### src/hdl/sfes_pkg.sv
package sfes_pkg;

    localparam int ADDR_BITS_DEF = 24;
    localparam int ADDR_W        = 24;
    localparam int LEN_W         = 25;
    localparam int ST_W          = 8;
    localparam int SUM_W         = LEN_W + 1;
    localparam int OP_W          = 8;
    localparam int BO_W          = 3;
    localparam int OUTC_W        = 2;

    localparam int IN_TDATA_W    = 64;
    localparam int OUT_TDATA_W   = 48;
    localparam int CFG_IDX_W     = 3;
    localparam int CFG_DATA_W    = 25;

    localparam logic [OP_W-1:0] OP_EWSR = 8'h50;
    localparam logic [OP_W-1:0] OP_WRSR = 8'h01;
    localparam logic [OP_W-1:0] OP_WREN = 8'h06;
    localparam logic [OP_W-1:0] OP_E4K  = 8'h20;
    localparam logic [OP_W-1:0] OP_E32K = 8'h52;
    localparam logic [OP_W-1:0] OP_E64K = 8'hd8;
    localparam logic [OP_W-1:0] OP_CHIP = 8'h60;
    localparam logic [OP_W-1:0] OP_RDSR = 8'h05;

    localparam int ST_BUSY_BIT = 0;

    localparam logic [LEN_W-1:0] SZ_64K = 25'h001_0000;
    localparam logic [LEN_W-1:0] SZ_32K = 25'h000_8000;
    localparam logic [LEN_W-1:0] SZ_4K  = 25'h000_1000;

    localparam logic [LEN_W-1:0] FLASH_BYTES_RST = 25'h040_0000;

    localparam logic [BO_W-1:0] BO_ONE  = 3'd1;
    localparam logic [BO_W-1:0] BO_TWO  = 3'd2;
    localparam logic [BO_W-1:0] BO_FOUR = 3'd4;

    localparam logic CMD_START  = 1'b0;
    localparam logic CMD_STATUS = 1'b1;

    localparam logic [OUTC_W-1:0] OUTC_OK     = 2'd0;
    localparam logic [OUTC_W-1:0] OUTC_FAIL   = 2'd1;
    localparam logic [OUTC_W-1:0] OUTC_NOSIZE = 2'd2;

    localparam logic [CFG_IDX_W-1:0] REG_ALLOW_4K    = 3'd0;
    localparam logic [CFG_IDX_W-1:0] REG_ALLOW_32K   = 3'd1;
    localparam logic [CFG_IDX_W-1:0] REG_ALLOW_64K   = 3'd2;
    localparam logic [CFG_IDX_W-1:0] REG_ALLOW_CHIP  = 3'd3;
    localparam logic [CFG_IDX_W-1:0] REG_FLASH_BYTES = 3'd4;

    typedef struct packed {
        logic              allow_4k;
        logic              allow_32k;
        logic              allow_64k;
        logic              allow_chip;
        logic [LEN_W-1:0]  flash_bytes;
    } cfg_t;

    typedef struct packed {
        logic              found;
        logic [LEN_W-1:0]  piece_bytes;
        logic [OP_W-1:0]   opcode;
        logic              use_addr;
    } pick_t;

    typedef enum logic [1:0] {
        KIND_PIECE,
        KIND_POLL,
        KIND_END
    } kind_t;

    typedef struct packed {
        kind_t              kind;
        logic [OP_W-1:0]    erase_op;
        logic [ADDR_W-1:0]  erase_addr;
        logic [BO_W-1:0]    erase_bo;
        logic [OUTC_W-1:0]  outcome;
        logic [ST_W-1:0]    fail_st;
    } emit_load_t;

endpackage

### src/hdl/spi_flash_erase_sequencer_core.sv
// Channel   Dir  Payload                                         Beats per item
// s_*       in   tuser command; tdata start, length, status      one
// m_*       out  tuser frame_valid; tdata frame fields; tlast    one to five
// cfg_*     in   register index and data, no read-back           one write
//
// An erase start or a clean status reply gives five beats (one piece) or one end beat;
// a busy reply gives one poll beat and a failing reply one end beat. The output stage
// presents one beat per cycle while m_tready is high; one-beat items run at one per cycle.
// A one-entry input register takes the next item while beats are still waiting.
// Reset clears the sequencer to idle and restores the default configuration.
// A stall on m_tready holds the current beat and backs up into the input register.
module spi_flash_erase_sequencer_core
#(
    parameter int ADDR_BITS = sfes_pkg::ADDR_BITS_DEF
)
(
    input  logic                                clk,
    input  logic                                rst_n,
    input  logic                                s_tvalid,
    output logic                                s_tready,
    input  logic [sfes_pkg::IN_TDATA_W-1:0]     s_tdata,  // start_address, erase_length,
                                                          // status_byte, pad
    input  logic                                s_tuser,  // command
    output logic                                m_tvalid,
    input  logic                                m_tready,
    output logic [sfes_pkg::OUT_TDATA_W-1:0]    m_tdata,  // frame_opcode, frame_address,
                                                          // bytes_out, bytes_in, finished,
                                                          // outcome, failing_status, pad
    output logic                                m_tuser,  // frame_valid
    output logic                                m_tlast,
    input  logic                                cfg_wen,
    input  logic [sfes_pkg::CFG_IDX_W-1:0]      cfg_index,
    input  logic [sfes_pkg::CFG_DATA_W-1:0]     cfg_wdata
);

    localparam int LW = sfes_pkg::LEN_W;
    localparam int LEN_LO = sfes_pkg::ADDR_W;
    localparam int ST_LO  = sfes_pkg::ADDR_W + sfes_pkg::LEN_W;

    sfes_pkg::cfg_t         cfg;
    sfes_pkg::pick_t        pk;
    sfes_pkg::emit_load_t   ld;

    logic                           in_vld_reg;
    logic                           in_cmd_reg;
    logic [ADDR_BITS-1:0]           in_addr_reg;
    logic [LW-1:0]                  in_len_reg;
    logic [sfes_pkg::ST_W-1:0]      in_st_reg;

    logic                           phase_reg, phase_next;
    logic [ADDR_BITS-1:0]           cur_addr_reg;
    logic [LW-1:0]                  left_reg, piece_reg, piece_next;
    logic [LW-1:0]                  span_reg, span_next;
    logic [ADDR_BITS-1:0]           adv_addr_reg, adv_addr_next;
    logic [LW-1:0]                  adv_left_reg, adv_left_next;
    logic [LW-1:0]                  pmask, off, span_full;

    logic                           emit_can_load, emit_load;
    logic                           stray, exec_go, use_start, update_pos;
    logic [ADDR_BITS-1:0]           pa;
    logic [LW-1:0]                  pn;

    sfes_cfg u_cfg
    (
        .clk       (clk),
        .rst_n     (rst_n),
        .cfg_wen   (cfg_wen),
        .cfg_index (cfg_index),
        .cfg_wdata (cfg_wdata),
        .cfg       (cfg)
    );

    sfes_pick #(.ADDR_BITS(ADDR_BITS)) u_pick
    (
        .addr (pa),
        .len  (pn),
        .cfg  (cfg),
        .pick (pk)
    );

    sfes_emit u_emit
    (
        .clk      (clk),
        .rst_n    (rst_n),
        .load     (emit_load),
        .ld       (ld),
        .can_load (emit_can_load),
        .m_tvalid (m_tvalid),
        .m_tready (m_tready),
        .m_tdata  (m_tdata),
        .m_tuser  (m_tuser),
        .m_tlast  (m_tlast)
    );

    assign s_tready = !in_vld_reg || exec_go;

    always_ff @(posedge clk or negedge rst_n)
    begin
        if (!rst_n)
            in_vld_reg <= 1'b0;
        else if (s_tvalid && s_tready)
            in_vld_reg <= 1'b1;
        else if (exec_go)
            in_vld_reg <= 1'b0;
    end

    always_ff @(posedge clk)
    begin
        if (s_tvalid && s_tready)
        begin
            in_cmd_reg  <= s_tuser;
            in_addr_reg <= s_tdata[ADDR_BITS-1:0];
            in_len_reg  <= s_tdata[LEN_LO +: LW];
            in_st_reg   <= s_tdata[ST_LO +: sfes_pkg::ST_W];
        end
    end

    always_comb
    begin
        stray      = (in_cmd_reg == sfes_pkg::CMD_STATUS) && !phase_reg;
        exec_go    = in_vld_reg && (emit_can_load || stray);
        use_start  = (in_cmd_reg == sfes_pkg::CMD_START);
        pa         = use_start ? in_addr_reg : adv_addr_reg;
        pn         = use_start ? in_len_reg : adv_left_reg;

        emit_load     = 1'b0;
        update_pos    = 1'b0;
        phase_next    = phase_reg;
        piece_next    = piece_reg;
        ld.kind       = sfes_pkg::KIND_END;
        ld.erase_op   = pk.opcode;
        ld.erase_addr = pk.use_addr ? sfes_pkg::ADDR_W'(pa) : '0;
        ld.erase_bo   = pk.use_addr ? sfes_pkg::BO_FOUR : sfes_pkg::BO_ONE;
        ld.outcome    = sfes_pkg::OUTC_OK;
        ld.fail_st    = '0;

        if (exec_go && !stray)
        begin
            emit_load = 1'b1;
            if (!use_start && in_st_reg[sfes_pkg::ST_BUSY_BIT])
                ld.kind = sfes_pkg::KIND_POLL;
            else if (!use_start && (in_st_reg != '0))
            begin
                ld.outcome = sfes_pkg::OUTC_FAIL;
                ld.fail_st = in_st_reg;
                phase_next = 1'b0;
            end
            else
            begin
                update_pos = 1'b1;
                if (pn == '0)
                    phase_next = 1'b0;
                else if (!pk.found)
                begin
                    ld.outcome = sfes_pkg::OUTC_NOSIZE;
                    phase_next = 1'b0;
                end
                else
                begin
                    ld.kind    = sfes_pkg::KIND_PIECE;
                    phase_next = 1'b1;
                    piece_next = pk.piece_bytes;
                end
            end
        end
    end

    always_ff @(posedge clk or negedge rst_n)
    begin
        if (!rst_n)
        begin
            phase_reg    <= 1'b0;
            cur_addr_reg <= '0;
            left_reg     <= '0;
            piece_reg    <= '0;
        end
        else
        begin
            phase_reg <= phase_next;
            piece_reg <= piece_next;
            if (update_pos)
            begin
                cur_addr_reg <= pa;
                left_reg     <= pn;
            end
        end
    end

    // Advance for the next piece, worked out ahead over two stages; a clean status
    // cannot reach the sequencer before the five beats of the piece have drained.
    always_comb
    begin
        pmask         = piece_reg - LW'(1);
        off           = LW'(cur_addr_reg) & pmask;
        span_full     = piece_reg - off;
        span_next     = (span_full > left_reg) ? left_reg : span_full;
        adv_addr_next = cur_addr_reg + span_reg[ADDR_BITS-1:0];
        adv_left_next = left_reg - span_reg;
    end

    always_ff @(posedge clk)
    begin
        span_reg     <= span_next;
        adv_addr_reg <= adv_addr_next;
        adv_left_reg <= adv_left_next;
    end

endmodule

### src/hdl/sfes_cfg.sv
module sfes_cfg
(
    input  logic                              clk,
    input  logic                              rst_n,
    input  logic                              cfg_wen,
    input  logic [sfes_pkg::CFG_IDX_W-1:0]    cfg_index,
    input  logic [sfes_pkg::CFG_DATA_W-1:0]   cfg_wdata,
    output sfes_pkg::cfg_t                    cfg
);

    sfes_pkg::cfg_t cfg_reg;

    always_ff @(posedge clk or negedge rst_n)
    begin
        if (!rst_n)
        begin
            cfg_reg.allow_4k    <= 1'b1;
            cfg_reg.allow_32k   <= 1'b1;
            cfg_reg.allow_64k   <= 1'b1;
            cfg_reg.allow_chip  <= 1'b1;
            cfg_reg.flash_bytes <= sfes_pkg::FLASH_BYTES_RST;
        end
        else if (cfg_wen)
        begin
            case (cfg_index)
                sfes_pkg::REG_ALLOW_4K:    cfg_reg.allow_4k    <= cfg_wdata[0];
                sfes_pkg::REG_ALLOW_32K:   cfg_reg.allow_32k   <= cfg_wdata[0];
                sfes_pkg::REG_ALLOW_64K:   cfg_reg.allow_64k   <= cfg_wdata[0];
                sfes_pkg::REG_ALLOW_CHIP:  cfg_reg.allow_chip  <= cfg_wdata[0];
                sfes_pkg::REG_FLASH_BYTES:
                    cfg_reg.flash_bytes <= cfg_wdata[sfes_pkg::LEN_W-1:0];
                default: ;
            endcase
        end
    end

    assign cfg = cfg_reg;

endmodule

### src/hdl/sfes_pick.sv
module sfes_pick
#(
    parameter int ADDR_BITS = sfes_pkg::ADDR_BITS_DEF
)
(
    input  logic [ADDR_BITS-1:0]          addr,
    input  logic [sfes_pkg::LEN_W-1:0]    len,
    input  sfes_pkg::cfg_t                cfg,
    output sfes_pkg::pick_t               pick
);

    localparam int SW = sfes_pkg::SUM_W;

    logic [SW-1:0] a_x, lim;
    logic [SW-1:0] o64, o32, o4, e64, e32;
    logic [SW-1:0] cur_o, cur_e;
    logic          take64, take32, take4, take_chip, have1, have2;
    logic [sfes_pkg::LEN_W-1:0] sz2, pb;

    always_comb
    begin
        a_x = SW'(addr);
        lim = a_x + SW'(len);

        o64 = a_x & ~SW'(sfes_pkg::SZ_64K - 25'd1);
        o32 = a_x & ~SW'(sfes_pkg::SZ_32K - 25'd1);
        o4  = a_x & ~SW'(sfes_pkg::SZ_4K - 25'd1);
        e64 = o64 + SW'(sfes_pkg::SZ_64K);
        e32 = o32 + SW'(sfes_pkg::SZ_32K);

        // A smaller size wins when the current block starts too low or runs past the range.
        take64 = cfg.allow_64k;
        take32 = cfg.allow_32k && (!take64 || (o64 < o32) || (e64 > lim));
        have1  = take64 || take32;
        cur_o  = take32 ? o32 : o64;
        cur_e  = take32 ? e32 : e64;
        take4  = cfg.allow_4k && (!have1 || (cur_o < o4) || (cur_e > lim));
        have2  = have1 || take4;

        if (take4)
            sz2 = sfes_pkg::SZ_4K;
        else if (take32)
            sz2 = sfes_pkg::SZ_32K;
        else if (take64)
            sz2 = sfes_pkg::SZ_64K;
        else
            sz2 = '0;

        take_chip = cfg.allow_chip && (!have2 || (len == cfg.flash_bytes));
        pb        = take_chip ? cfg.flash_bytes : sz2;

        pick.found       = (pb != '0);
        pick.piece_bytes = pb;
        pick.use_addr    = 1'b1;
        // Opcode follows the piece size, even when it came from the chip size.
        if (pb == sfes_pkg::SZ_64K)
            pick.opcode = sfes_pkg::OP_E64K;
        else if (pb == sfes_pkg::SZ_32K)
            pick.opcode = sfes_pkg::OP_E32K;
        else if (pb == sfes_pkg::SZ_4K)
            pick.opcode = sfes_pkg::OP_E4K;
        else
        begin
            pick.opcode   = sfes_pkg::OP_CHIP;
            pick.use_addr = 1'b0;
        end
    end

endmodule

### src/hdl/sfes_emit.sv
module sfes_emit
(
    input  logic                                clk,
    input  logic                                rst_n,
    input  logic                                load,
    input  sfes_pkg::emit_load_t                ld,
    output logic                                can_load,
    output logic                                m_tvalid,
    input  logic                                m_tready,
    output logic [sfes_pkg::OUT_TDATA_W-1:0]    m_tdata,  // opcode, address, bytes_out,
                                                          // bytes_in, finished, outcome,
                                                          // failing_status, pad
    output logic                                m_tuser,  // frame_valid
    output logic                                m_tlast
);

    typedef enum logic [2:0] {
        B_EWSR,
        B_WRSR,
        B_WREN,
        B_ERASE,
        B_RDSR
    } beat_t;

    logic                               busy_reg;
    beat_t                              beat_reg;
    sfes_pkg::kind_t                    kind_reg;
    logic [sfes_pkg::OP_W-1:0]          op_reg;
    logic [sfes_pkg::ADDR_W-1:0]        addr_reg;
    logic [sfes_pkg::BO_W-1:0]          bo_reg;
    logic [sfes_pkg::OUTC_W-1:0]        outc_reg;
    logic [sfes_pkg::ST_W-1:0]          fs_reg;

    logic                               f_valid, f_fin, f_bi, is_last;
    logic [sfes_pkg::OP_W-1:0]          f_op;
    logic [sfes_pkg::ADDR_W-1:0]        f_addr;
    logic [sfes_pkg::BO_W-1:0]          f_bo;
    logic [sfes_pkg::OUTC_W-1:0]        f_outc;
    logic [sfes_pkg::ST_W-1:0]          f_fs;

    always_ff @(posedge clk or negedge rst_n)
    begin
        if (!rst_n)
        begin
            busy_reg <= 1'b0;
            beat_reg <= B_EWSR;
            kind_reg <= sfes_pkg::KIND_END;
        end
        else if (load)
        begin
            busy_reg <= 1'b1;
            kind_reg <= ld.kind;
            beat_reg <= (ld.kind == sfes_pkg::KIND_PIECE) ? B_EWSR : B_RDSR;
        end
        else if (busy_reg && m_tready)
        begin
            if (is_last)
                busy_reg <= 1'b0;
            else
                beat_reg <= beat_t'(beat_reg + 3'd1);
        end
    end

    always_ff @(posedge clk)
    begin
        if (load)
        begin
            op_reg   <= ld.erase_op;
            addr_reg <= ld.erase_addr;
            bo_reg   <= ld.erase_bo;
            outc_reg <= ld.outcome;
            fs_reg   <= ld.fail_st;
        end
    end

    always_comb
    begin
        f_valid = 1'b1;
        f_op    = '0;
        f_addr  = '0;
        f_bo    = sfes_pkg::BO_ONE;
        f_bi    = 1'b0;
        f_fin   = 1'b0;
        f_outc  = sfes_pkg::OUTC_OK;
        f_fs    = '0;
        is_last = 1'b1;
        case (kind_reg)
            sfes_pkg::KIND_PIECE:
            begin
                is_last = (beat_reg == B_RDSR);
                case (beat_reg)
                    B_EWSR:  f_op = sfes_pkg::OP_EWSR;
                    B_WRSR:
                    begin
                        f_op = sfes_pkg::OP_WRSR;
                        f_bo = sfes_pkg::BO_TWO;
                    end
                    B_WREN:  f_op = sfes_pkg::OP_WREN;
                    B_ERASE:
                    begin
                        f_op   = op_reg;
                        f_addr = addr_reg;
                        f_bo   = bo_reg;
                    end
                    default:
                    begin
                        f_op = sfes_pkg::OP_RDSR;
                        f_bi = 1'b1;
                    end
                endcase
            end
            sfes_pkg::KIND_POLL:
            begin
                f_op = sfes_pkg::OP_RDSR;
                f_bi = 1'b1;
            end
            default:
            begin
                f_valid = 1'b0;
                f_bo    = '0;
                f_fin   = 1'b1;
                f_outc  = outc_reg;
                f_fs    = fs_reg;
            end
        endcase
    end

    assign can_load = !busy_reg || (m_tready && is_last);
    assign m_tvalid = busy_reg;
    assign m_tuser  = f_valid;
    assign m_tlast  = is_last;
    assign m_tdata  = {1'b0, f_fs, f_outc, f_fin, f_bi, f_bo, f_addr, f_op};

endmodule

### config.mk
export PLATFORM = sky130hd
export DESIGN_NAME = spi_flash_erase_sequencer_core
export DESIGN_NICKNAME = d
export VERILOG_FILES = /design/src/hdl/sfes_pkg.sv /design/src/hdl/spi_flash_erase_sequencer_core.sv /design/src/hdl/sfes_cfg.sv /design/src/hdl/sfes_pick.sv /design/src/hdl/sfes_emit.sv
export SDC_FILE = /design/constraint.sdc
export NUM_CORES = 1
export LEC_CHECK = 0
export BUFFER_PORTS_ARGS = -buffer_cell sky130_fd_sc_hd__buf_2
export CAP_MARGIN = 20
export CORE_ASPECT_RATIO = 0.9
export CORE_UTILIZATION = 45
export CTS_BUF_LIST = sky130_fd_sc_hd__clkbuf_4 sky130_fd_sc_hd__clkbuf_8
export DETAILED_ROUTE_END_ITERATION = 12
export HOLD_SLACK_MARGIN = 0.08
export MAX_ROUTING_LAYER = met4
export PLACE_DENSITY = 0.7
export REMOVE_ABC_BUFFERS = 1
export SLEW_MARGIN = 10
export SYNTH_ARGS = -nofsm -noshare
export SYNTH_HDL_FRONTEND = slang
export SYNTH_SLANG_ARGS = --single-unit
### constraint.sdc
create_clock -name clk -period 9 [get_ports clk]
set_clock_uncertainty 0.2 [all_clocks]
set_input_delay 0.9 -clock clk [delete_from_list [all_inputs] [get_ports clk]]
set_output_delay 0.9 -clock clk [all_outputs]
set_load 0.02 [all_outputs]
==> Yosys cells after proc, flatten, opt, wreduce, memory -nomap -nowiden <==
Index checks and enable logic that the tools add are counted.
{ "op_classes": {"n_eq_ne": 14, "magnitude_cmp": 5, "n_mux": 51, "n_bitwise": 5, "n_addsub": 8, "n_reduce_logical": 53} }
{ "ops": {"columns": ["op", "count"], "rows": [
  ["25-bit 2-to-1 mux", 3],
  ["24-bit 2-to-1 mux", 3],
  ["26-bit greater-than comparator", 2],
  ["17-bit 2-to-1 mux", 3],
  ["25-bit subtractor", 2],
  ["24-bit < comparator", 2],
  ["8-bit case mux with 4 select lines", 1],
  ["24-bit by 25-bit adder with 26-bit output", 1],
  ["26-bit 2-to-1 mux", 1],
  ["24-bit by 16-bit adder with 25-bit output, second input constant", 1],
  ["24-bit by 17-bit adder with 25-bit output, second input constant", 1],
  ["24-bit by 25-bit AND with 25-bit output", 1],
  ["25-bit by 13-bit == test with 1-bit output, second input constant", 1],
  ["25-bit by 16-bit == test with 1-bit output, second input constant", 1],
  ["25-bit by 17-bit == test with 1-bit output, second input constant", 1],
  ["25-bit == test", 1],
  ["25-bit greater-than comparator", 1],
  ["25-bit logical NOT", 1],
  ["25-bit nonzero test", 1],
  ["25-bit by 1-bit subtractor with 25-bit output, second input constant", 1],
  ["24-bit adder", 1],
  ["1-bit 2-to-1 mux", 21],
  ["16-bit 2-to-1 mux", 1],
  ["8-bit 2-to-1 mux", 2],
  ["25 further kinds", 82]
]} }
{ "word_totals": {"reg_bits": 288, "out_inout_bits": 52} }

==> Logic depth before layout (Yosys ltp) <==
Gate-level depths: netlist of the first run.
{ "logic_depth": {"depth_word": 24, "ltp_mapped": 41} }

==> Modules after synthesis <==
A second synthesis of the first run with hierarchy kept.
{ "unflattened": {"hier_cells": 1806, "hier_area_um2": 18236.2} }
{ "by_module_without_submodules": {"columns": ["module", "area_per_inst_um2", "cells_per_inst", "seq_area_each_um2", "instances"], "rows": [
  ["spi_flash_erase_sequencer_core", 11771.3, 1143, 5124.9, 1],
  ["sfes_pick", 3111.7, 446, 0.0, 1],
  ["sfes_emit", 2115.8, 151, 1502.7, 1],
  ["sfes_cfg", 1237.4, 66, 732.0, 1]
]} }

==> Worst setup path before layout of the first run <==
Ideal clock, no wire load.
{ "synth_path": {"path_kind": "register -> register", "start": "register in_cmd_reg", "end": "register u_emit.op_reg[3] (netlist bit) (data pin)", "arrival_ns": 8.169, "synth_period_minus_slack_ns": 8.538, "stages_incl_launch_ff": 40, "path_buffers": 5, "path_slack_ns": 0.462, "cell_sequence": "edfxtp_1 buf_2 buf_2 buf_2 buf_1 buf_1 mux2i_1 inv_1 ha_1 inv_1 fa_1 nor2b_1 o31a_1 o311ai_4 o21ai_1 a21oi_1 o21bai_1 a21oi_1 [4 not listed] nand3_1 or3_1 or4_4 o41ai_2 a41oi_2 mux2i_1 nand2_1 xnor2_1 ha_1 nand2_1 nor2_1 o21bai_1 a2111oi_2 o21ai_1 nand3_1 a21oi_2 or3b_1 o31ai_1"} }
{ "synth_via": {"elab_chain_len": 17, "elab_cells_between_ends": 30} }
{ "synth_rtl": {"columns": ["item", "line", "source"], "rows": [
  ["start: declaration", "spi_flash_erase_sequencer_core.sv:45", "logic in_cmd_reg;"],
  ["start signal: assignment", "spi_flash_erase_sequencer_core.sv:111", "in_cmd_reg <= s_tuser;"],
  ["24-bit 2-to-1 mux (*)", "spi_flash_erase_sequencer_core.sv:123", "pa = use_start ? in_addr_reg : adv_addr_reg;"],
  ["via pa[0]", "spi_flash_erase_sequencer_core.sv:60", "logic [ADDR_BITS-1:0] pa;"],
  ["24-bit by 25-bit adder with 26-bit output (*)", "sfes_pick.sv:23", "lim = a_x + SW'(len);"],
  ["26-bit greater-than comparator", "sfes_pick.sv:33", "take32 = cfg.allow_32k && (!take64 || (o64 < o32) || (e64 > lim));"],
  ["1-bit logical OR", "sfes_pick.sv:33", null],
  ["1-bit logical AND", "sfes_pick.sv:33", null],
  ["16-bit 2-to-1 mux or 1-bit logical OR (tied branches)", "sfes_pick.sv:35, sfes_pick.sv:34", null],
  ["24-bit < comparator or 1-bit logical NOT (tied branches)", "sfes_pick.sv:37", "take4 = cfg.allow_4k && (!have1 || (cur_o < o4) || (cur_e > lim));"],
  ["1-bit logical OR (2 in series)", "sfes_pick.sv:37", null],
  ["1-bit logical AND", "sfes_pick.sv:37", null],
  ["1-bit logical OR", "sfes_pick.sv:38", "have2 = have1 || take4;"],
  ["1-bit logical NOT", "sfes_pick.sv:49", "take_chip = cfg.allow_chip && (!have2 || (len == cfg.flash_bytes));"],
  ["1-bit logical OR", "sfes_pick.sv:49", null],
  ["1-bit logical AND", "sfes_pick.sv:49", null],
  ["25-bit 2-to-1 mux (*)", "sfes_pick.sv:50", "pb = take_chip ? cfg.flash_bytes : sz2;"],
  ["25-bit by 16-bit == test with 1-bit output", "sfes_pick.sv:58", "else if (pb == sfes_pkg::SZ_32K)"],
  ["8-bit 2-to-1 mux", "sfes_pick.sv:58", null],
  ["end signal: assignment", "sfes_emit.sv:68", "op_reg <= ld.erase_op;"],
  ["end: declaration", "sfes_emit.sv:28", "logic [sfes_pkg::OP_W-1:0] op_reg;"]
]} }
Mark *: on every way through the listed nets, which the timed path passes. The rest lies on a longest branch.
A chain may end at the register's enable or synchronous reset.

==> Worst setup path in the final report of the first run <==
Same ends and word-level chain as after synthesis.

==> flow_metrics.tcl, run 1 <==
set metrics [dict create \
    syn-cell-area_sq_um 17300 \
    fp.coreArea_sq_um 37600 \
    clkLatencyLatePin_ps 630 \
    synth_top_area_share_pct 17.2 \
    largest_reg_flops 29 \
    postSynthAreaPerCell_sq_um 9.19 \
    yosys.area_share.simple_pct 17.1 \
    synth_top_family_by_area "simple AND/OR/NAND/NOR gates" \
    post_cts_resized 0 \
    via_count 14617 \
    cts_tree "done" \
    yosys-top-cells-area "edfxtp_1, dfrtp_1, ha_1" \
    ys_seq_area_share_pct 41.9 \
    holdBufCountCts 0 \
    finalCritPeriodShare_pct 89.6 \
    hold_viol 0 \
    tightest_slew_ps 1120 \
    hpwlAfterDp_microns 38100 \
    drc 0 \
    synth-edff-count 99 \
    place_area_sq_um 18800 \
    drive_gt1_share_pct 17.1 \
    root_buffer "clkbuf_8" \
    path_common_cell "a21oi_1" \
    grt_pass1_wl_microns 77700 \
    hold_ws_ps 171 \
    slew_headroom_pct 25.3 \
    crit_type "reg -> reg" \
    slowest_delay_ps 550 \
    finalSetupViolations 0 \
    die_w_microns 209 \
    synthXorXnorAreaFrac_pct 5.62 \
    cts_buffers 50 \
    first_pass_iters 5 \
    antenna_left 0 \
    status "complete, no violations" \
    finalNetCount 2296 \
    syn_inst 1881 \
    num_rows 67 \
    drv_cap 0 \
    ios 150 \
    cts_sinks 284 \
    ys_types 81 \
    critPathLaunchType "register" \
    cp_slowest_cell "or4_4" \
    portBuffers 141 \
    design.die.area_sq_um 39200 \
    crit_path_end_kind "register" \
    track_usage_pct 26.2 \
    syn_to_final_growth_pct 15.2 \
    synth_ff_type "dfrtp_1" \
    clkTransAtPathRegs_ps 70 \
    muxShareOfSynthArea_pct 5.75 \
    gp_congestion 0.982 \
    rsz0062_at_grt "no" \
    post-route-min-period_ps 8060 \
    final_common_cell "nand2_1" \
    grt_overflow 0 \
    maxSlewViolCount 0 \
    wl_per_cell_microns 19.2 \
    cp.arrival_ps 8300 \
    hp-class "in -> async" \
    avgViaCountPerCell 5.63 \
    cp_max_fo 15 \
    grt_pass1_vias 13947 \
    insertedDiodeCount 0 \
    yosysTopAreaCell "edfxtp_1" \
    synthAdderAreaFrac_pct 9.23 \
    antenna_found_initial 0 \
    most-common-layout-cells "nand2_1, nor2_1, inv_1" \
    h-tree-depth 2 \
    required_ps 9240 \
    finalSetupTns_ps 0 \
    yosys_warnings 0 \
    cts_buffer_depth 3 \
    synth-compound-area-share_pct 15.4 \
    ys_ff_latch 284 \
    initial_core_util_pct 46.0 \
    drt-initial-drc-count 1424 \
    synth_async_sr_flop_share_pct 39.1 \
    die_h_microns 188 \
    design_area_sq_um 19900 \
    fmax_mhz 124 \
    grt_max_degree 99 \
    routed_wl_microns 50000 \
]
metrics by stage:
| step | std cells | utilization (%) | worst slack (ps) |
|---|---|---|---|
| global route | 2598 | 53.0 | 224 |
| floorplan | 1823 | - | 523 |
| CTS | 2595 | 53.0 | 551 |
| global placement | 2501 | 50.0 | 712 |
| detailed placement | 2501 | 50.0 | 610 |
| finish | 2598 | 53.0 | 939 |
final timing paths:
path | start | endpoint | slack [ps] | depth (start not counted)
max | in_cmd_reg$_DFFE_PP_ | u_emit.op_reg[3]$_SDFFCE_PP1P_ | 940 | 35
min | rst_n | cur_addr_reg[2]$_DFFE_PN0P_ | 170 | 1
max reg2reg | in_cmd_reg$_DFFE_PP_ | u_emit.op_reg[3]$_SDFFCE_PP1P_ | 940 | 35
min reg2reg | in_vld_reg$_DFFE_PN0P_ | u_emit.m_tvalid$_DFFE_PN0P_ | 320 | 2
max in group asynchronous | rst_n | left_reg[19]$_DFFE_PN0P_ | 7060 | 2
min in group clk | s_tdata[44] | in_len_reg[20]$_DFFE_PP_ | 250 | 1
routing by layer:
layer	routed length (microns)	up-vias	track usage, %	share of wire (%)
met5	0	-	-	0
met4	1190	0	7.58	2.4
met3	3770	82	5.02	7.5
met2	20900	541	37.9	42
met1	24200	6981	37.2	48
li1	-	7013	-	-
logic make-up (layout without fill, tap and decap cells):
logic type                 after synthesis  count (layout)
and+or+nand+nor                        623             623
AOI/OAI and AO/OA                      423             423
DFF                                    284             284
buffers and inverters                  219             452
adders and majority gates              126             126
xor gates and xnor gates               111             111
muxes                                   94              94
other                                    1               2
critical path, delay by kind of cell, from the launching register on:
family / cells / cell delay [ps]
buffers and inverters: 4 / 690
adders and majority gates: 3 / 1100
xor gates and xnor gates: 2 / 260
DFF: 1 / 350
muxes: 2 / 560
AOI/OAI and AO/OA: 16 / 2860
and+or+nand+nor: 8 / 1840
area by class of cell:
type	count	area, sq um
fillers	3453	17600
multi-input cells	1379	9220
clock inverters	21	185
clock buffers	73	911
repair buffers	198	1150
inverters	160	601
well taps	483	604
flip-flops and latches	284	7240
cell usage after synthesis (all sizes together) (4+ instances only):
master	number
nand2	191
nor2	171
inv	158
o21ai	140
ha	122
a21oi	113
dfrtp	105
edfxtp	99
xnor2	77
dfxtp	74
mux2i	51
mux2	43
clkbuf	41
nand3	40
nor3	37
and3	34
xor2	34
and2	32
a21o	29
nand4	24
nor2b	23
a31oi	20
nand2b	20
buf	18
a21boi	17
nor4	15
o21a	14
or3	12
o21bai	10
o31ai	9
a211oi	7
nor3b	7
o211ai	7
dfstp	6
a41oi	5
o2111ai	5
or4	5
a2111oi	4
o41ai	4
or2	4
timing repair:
item / CTS / global route
setup buffers: 0 / 3
setup endpoints to repair: 0 / 5
endpoints found under the hold margin: 0 / 0
Power of run 1 is not shown: default switching activity piles up to over one toggle a cycle in this logic, so the estimate is an artifact.
==> inputs of run 2 (changes only) <==
- SYNTH_HIERARCHICAL: default -> 1
==> run 2 against run 1 <==
Wire length rose by 0.19%. Register-to-register slack got worse by 450 ps. Via count fell by 2.6%. Synthesized cell count fell by 4.0%. Clock-buffer cell count rose by 10. Non-clock buffer count fell by 42. Core utilization fell by 0.95 points. Global-route usage fell by 1.5 points. Cell area rose by 3.8%. Setup slack got worse by 450 ps. Flip-flop and latch count rose by 4.
==> flow_metrics.tcl, run 2 <==
set metrics [dict create \
    rsz0062_at_grt "no" \
    most-common-layout-cells "buf_2, nand2_1, ha_1" \
    design.die.area_sq_um 41300 \
    cp_max_fo 45 \
    top_layer "met4" \
    num-fill-cells 3583 \
    grt_overflow 0 \
    tightest_slew_ps 1090 \
    min-delay-start "s_tdata[20]" \
    finalNetCount 2185 \
    antenna_found_initial 1 \
    initial_core_util_pct 45.9 \
    crit_family "compound AO/OA/AOI/OAI gates" \
    antenna_left 0 \
    gp_congestion 0.917 \
    crit_type "reg -> reg" \
    dr_wl_met2_microns 22800 \
    clkTransAtPathRegs_ps 60 \
    wl_per_cell_microns 19.7 \
    maxSlewViolCount 0 \
    via_count 14244 \
    reg2reg_slack_ps 490 \
    drv_cap 0 \
    ios 150 \
    status "complete, no violations" \
    slew_headroom_pct 27.3 \
    crit_buf_inv 3 \
    avgViaCountPerCell 5.62 \
    met1_length_microns 23500 \
    finalCritPeriodShare_pct 94.5 \
    cp.arrival_ps 8820 \
    post-route-min-period_ps 8510 \
    synth_top_area_share_pct 17.0 \
    track_usage_pct 24.8 \
    cts_sinks 288 \
    die_h_microns 193 \
    cp_slowest_cell "a2111o_1" \
    drive_gt1_share_pct 22.7 \
    ys_types 106 \
    cts_tree "done" \
    routed_wl_microns 50100 \
    fp.coreArea_sq_um 39700 \
    syn_to_final_growth_pct 13.4 \
    synth_top_cells_by_count "nand2_1, ha_1, mux2_2" \
    cts_buffers 50 \
    path_common_cell "nor2_1" \
    hold_end "in_addr_reg[20]$_DFFE_PP_" \
    drt-initial-drc-count 1050 \
    synth_ff_type "dfrtp_1" \
    critPathLaunchType "register" \
    yosysMostFrequentCell "nand2_1" \
    portBuffers 141 \
    finalSetupViolations 0 \
    first_pass_iters 7 \
    reg2reg_from "in_cmd_reg$_DFFE_PP_" \
    yosys_warnings 6 \
    hp-class "in -> reg" \
    ys_seq_area_share_pct 40.4 \
    final_common_cell "buf_2" \
    num_rows 69 \
    grt_pass1_wl_microns 77100 \
    preCtsSetupSlack_ps 322 \
    yosysTopAreaCell "edfxtp_1" \
    synth_async_sr_flop_share_pct 38.5 \
    largest_reg_flops 29 \
    drc 0 \
    postSynthAreaPerCell_sq_um 10.1 \
    h-tree-depth 2 \
    slowest_delay_ps 530 \
    holdPathStages 1 \
    cts_buffer_depth 3 \
    grt_max_degree 83 \
    root_buffer "clkbuf_8" \
    clkLatencyLatePin_ps 630 \
    hold_viol 0 \
    grt_pass1_vias 13890 \
    timing.rr.end "piece_reg[21]$_DFFE_PN0P_" \
    required_ps 9310 \
    yosys-top-cells-area "edfxtp_1, dfrtp_1, ha_1" \
    crit_path_end_kind "register" \
    syn_inst 1806 \
    syn-cell-area_sq_um 18200 \
    worstRegToRegCells 36 \
    wl_met3_microns 2510 \
    insertedDiodeCount 0 \
    die_w_microns 214 \
    fmax_mhz 118 \
    setup_ws_ps 494 \
    hpwlAfterDp_microns 38000 \
    synth-edff-count 103 \
    ys_ff_latch 288 \
]
## run 2: per-stage QoR
step | TNS (ps) | area (sq um) | util, % | cells | hold slack [ps]
4_1_cts | 0 | 20600 | 52.0 | 2535 | 196
6_report | 0 | 20700 | 52.1 | 2535 | 247
3_5_place_dp | 0 | 19500 | 49.0 | 2441 | 260
2_1_floorplan | -20.7 | 17900 | - | 1754 | 242
5_1_grt | 0 | 20700 | 52.1 | 2535 | 211
3_3_place_gp | 0 | 19500 | 49.0 | 2441 | 258
## run 2: timing repair
item	in CTS	in global routing
hold buffers	1	0
setup buffers	0	0
hold endpoints to repair	32	0
endpoints found under the setup margin	0	28
gates resized for setup	0	7
## run 2: how the worst max path moves through the flow
| stage | from | endpoint | slack, ps | cells past startpoint |
|---|---|---|---|---|
| floorplan | in_cmd_reg$_DFFE_PP_ | u_emit/beat_reg[2]$_DFFE_PN0P_ | -20 | 35 |
| finish | in_cmd_reg$_DFFE_PP_ | piece_reg[21]$_DFFE_PN0P_ | 490 | 36 |
| global placement | in_cmd_reg$_DFFE_PP_ | u_emit/beat_reg[2]$_DFFE_PN0P_ | 460 | 38 |
| CTS | in_cmd_reg$_DFFE_PP_ | piece_reg[21]$_DFFE_PN0P_ | 260 | 36 |
| detailed placement | in_cmd_reg$_DFFE_PP_ | piece_reg[21]$_DFFE_PN0P_ | 320 | 36 |
| global route | in_cmd_reg$_DFFE_PP_ | u_emit/beat_reg[2]$_DFFE_PN0P_ | 30 | 40 |
## run 2: layout make-up
cell class	instances	area (sq um)	area share, %
timing repair buffer	156	848	4.10
clock inverter	10	105	0.508
multi-input combinational	1357	10200	49.6
sequential	288	7360	35.6
inverter	109	409	1.98
tap	532	666	3.22
clock buffer	83	1040	5.04
## run 2: cells by family (layout without fill, tap and decap cells)
family          count (synthesis)  count (layout)  synth area share (%)
buf+inv                       163             358                  3.87
flops                         288             288                  40.4
compound gates                383             383                  14.1
xor+xnor                      120             120                  5.84
fa+ha+maj                     125             125                  8.70
simple gates                  568             568                  17.1
mux                           156             156                  9.97
other cells                     3               5                0.0617
## run 2: routing by layer
layer | up-vias | track usage (%)
met5 | - | -
met4 | 0 | 8.32
met3 | 85 | 3.23
met2 | 434 | 39.5
met1 | 6918 | 32.8
li1 | 6807 | -
Power of run 2 is left out for the same reason.
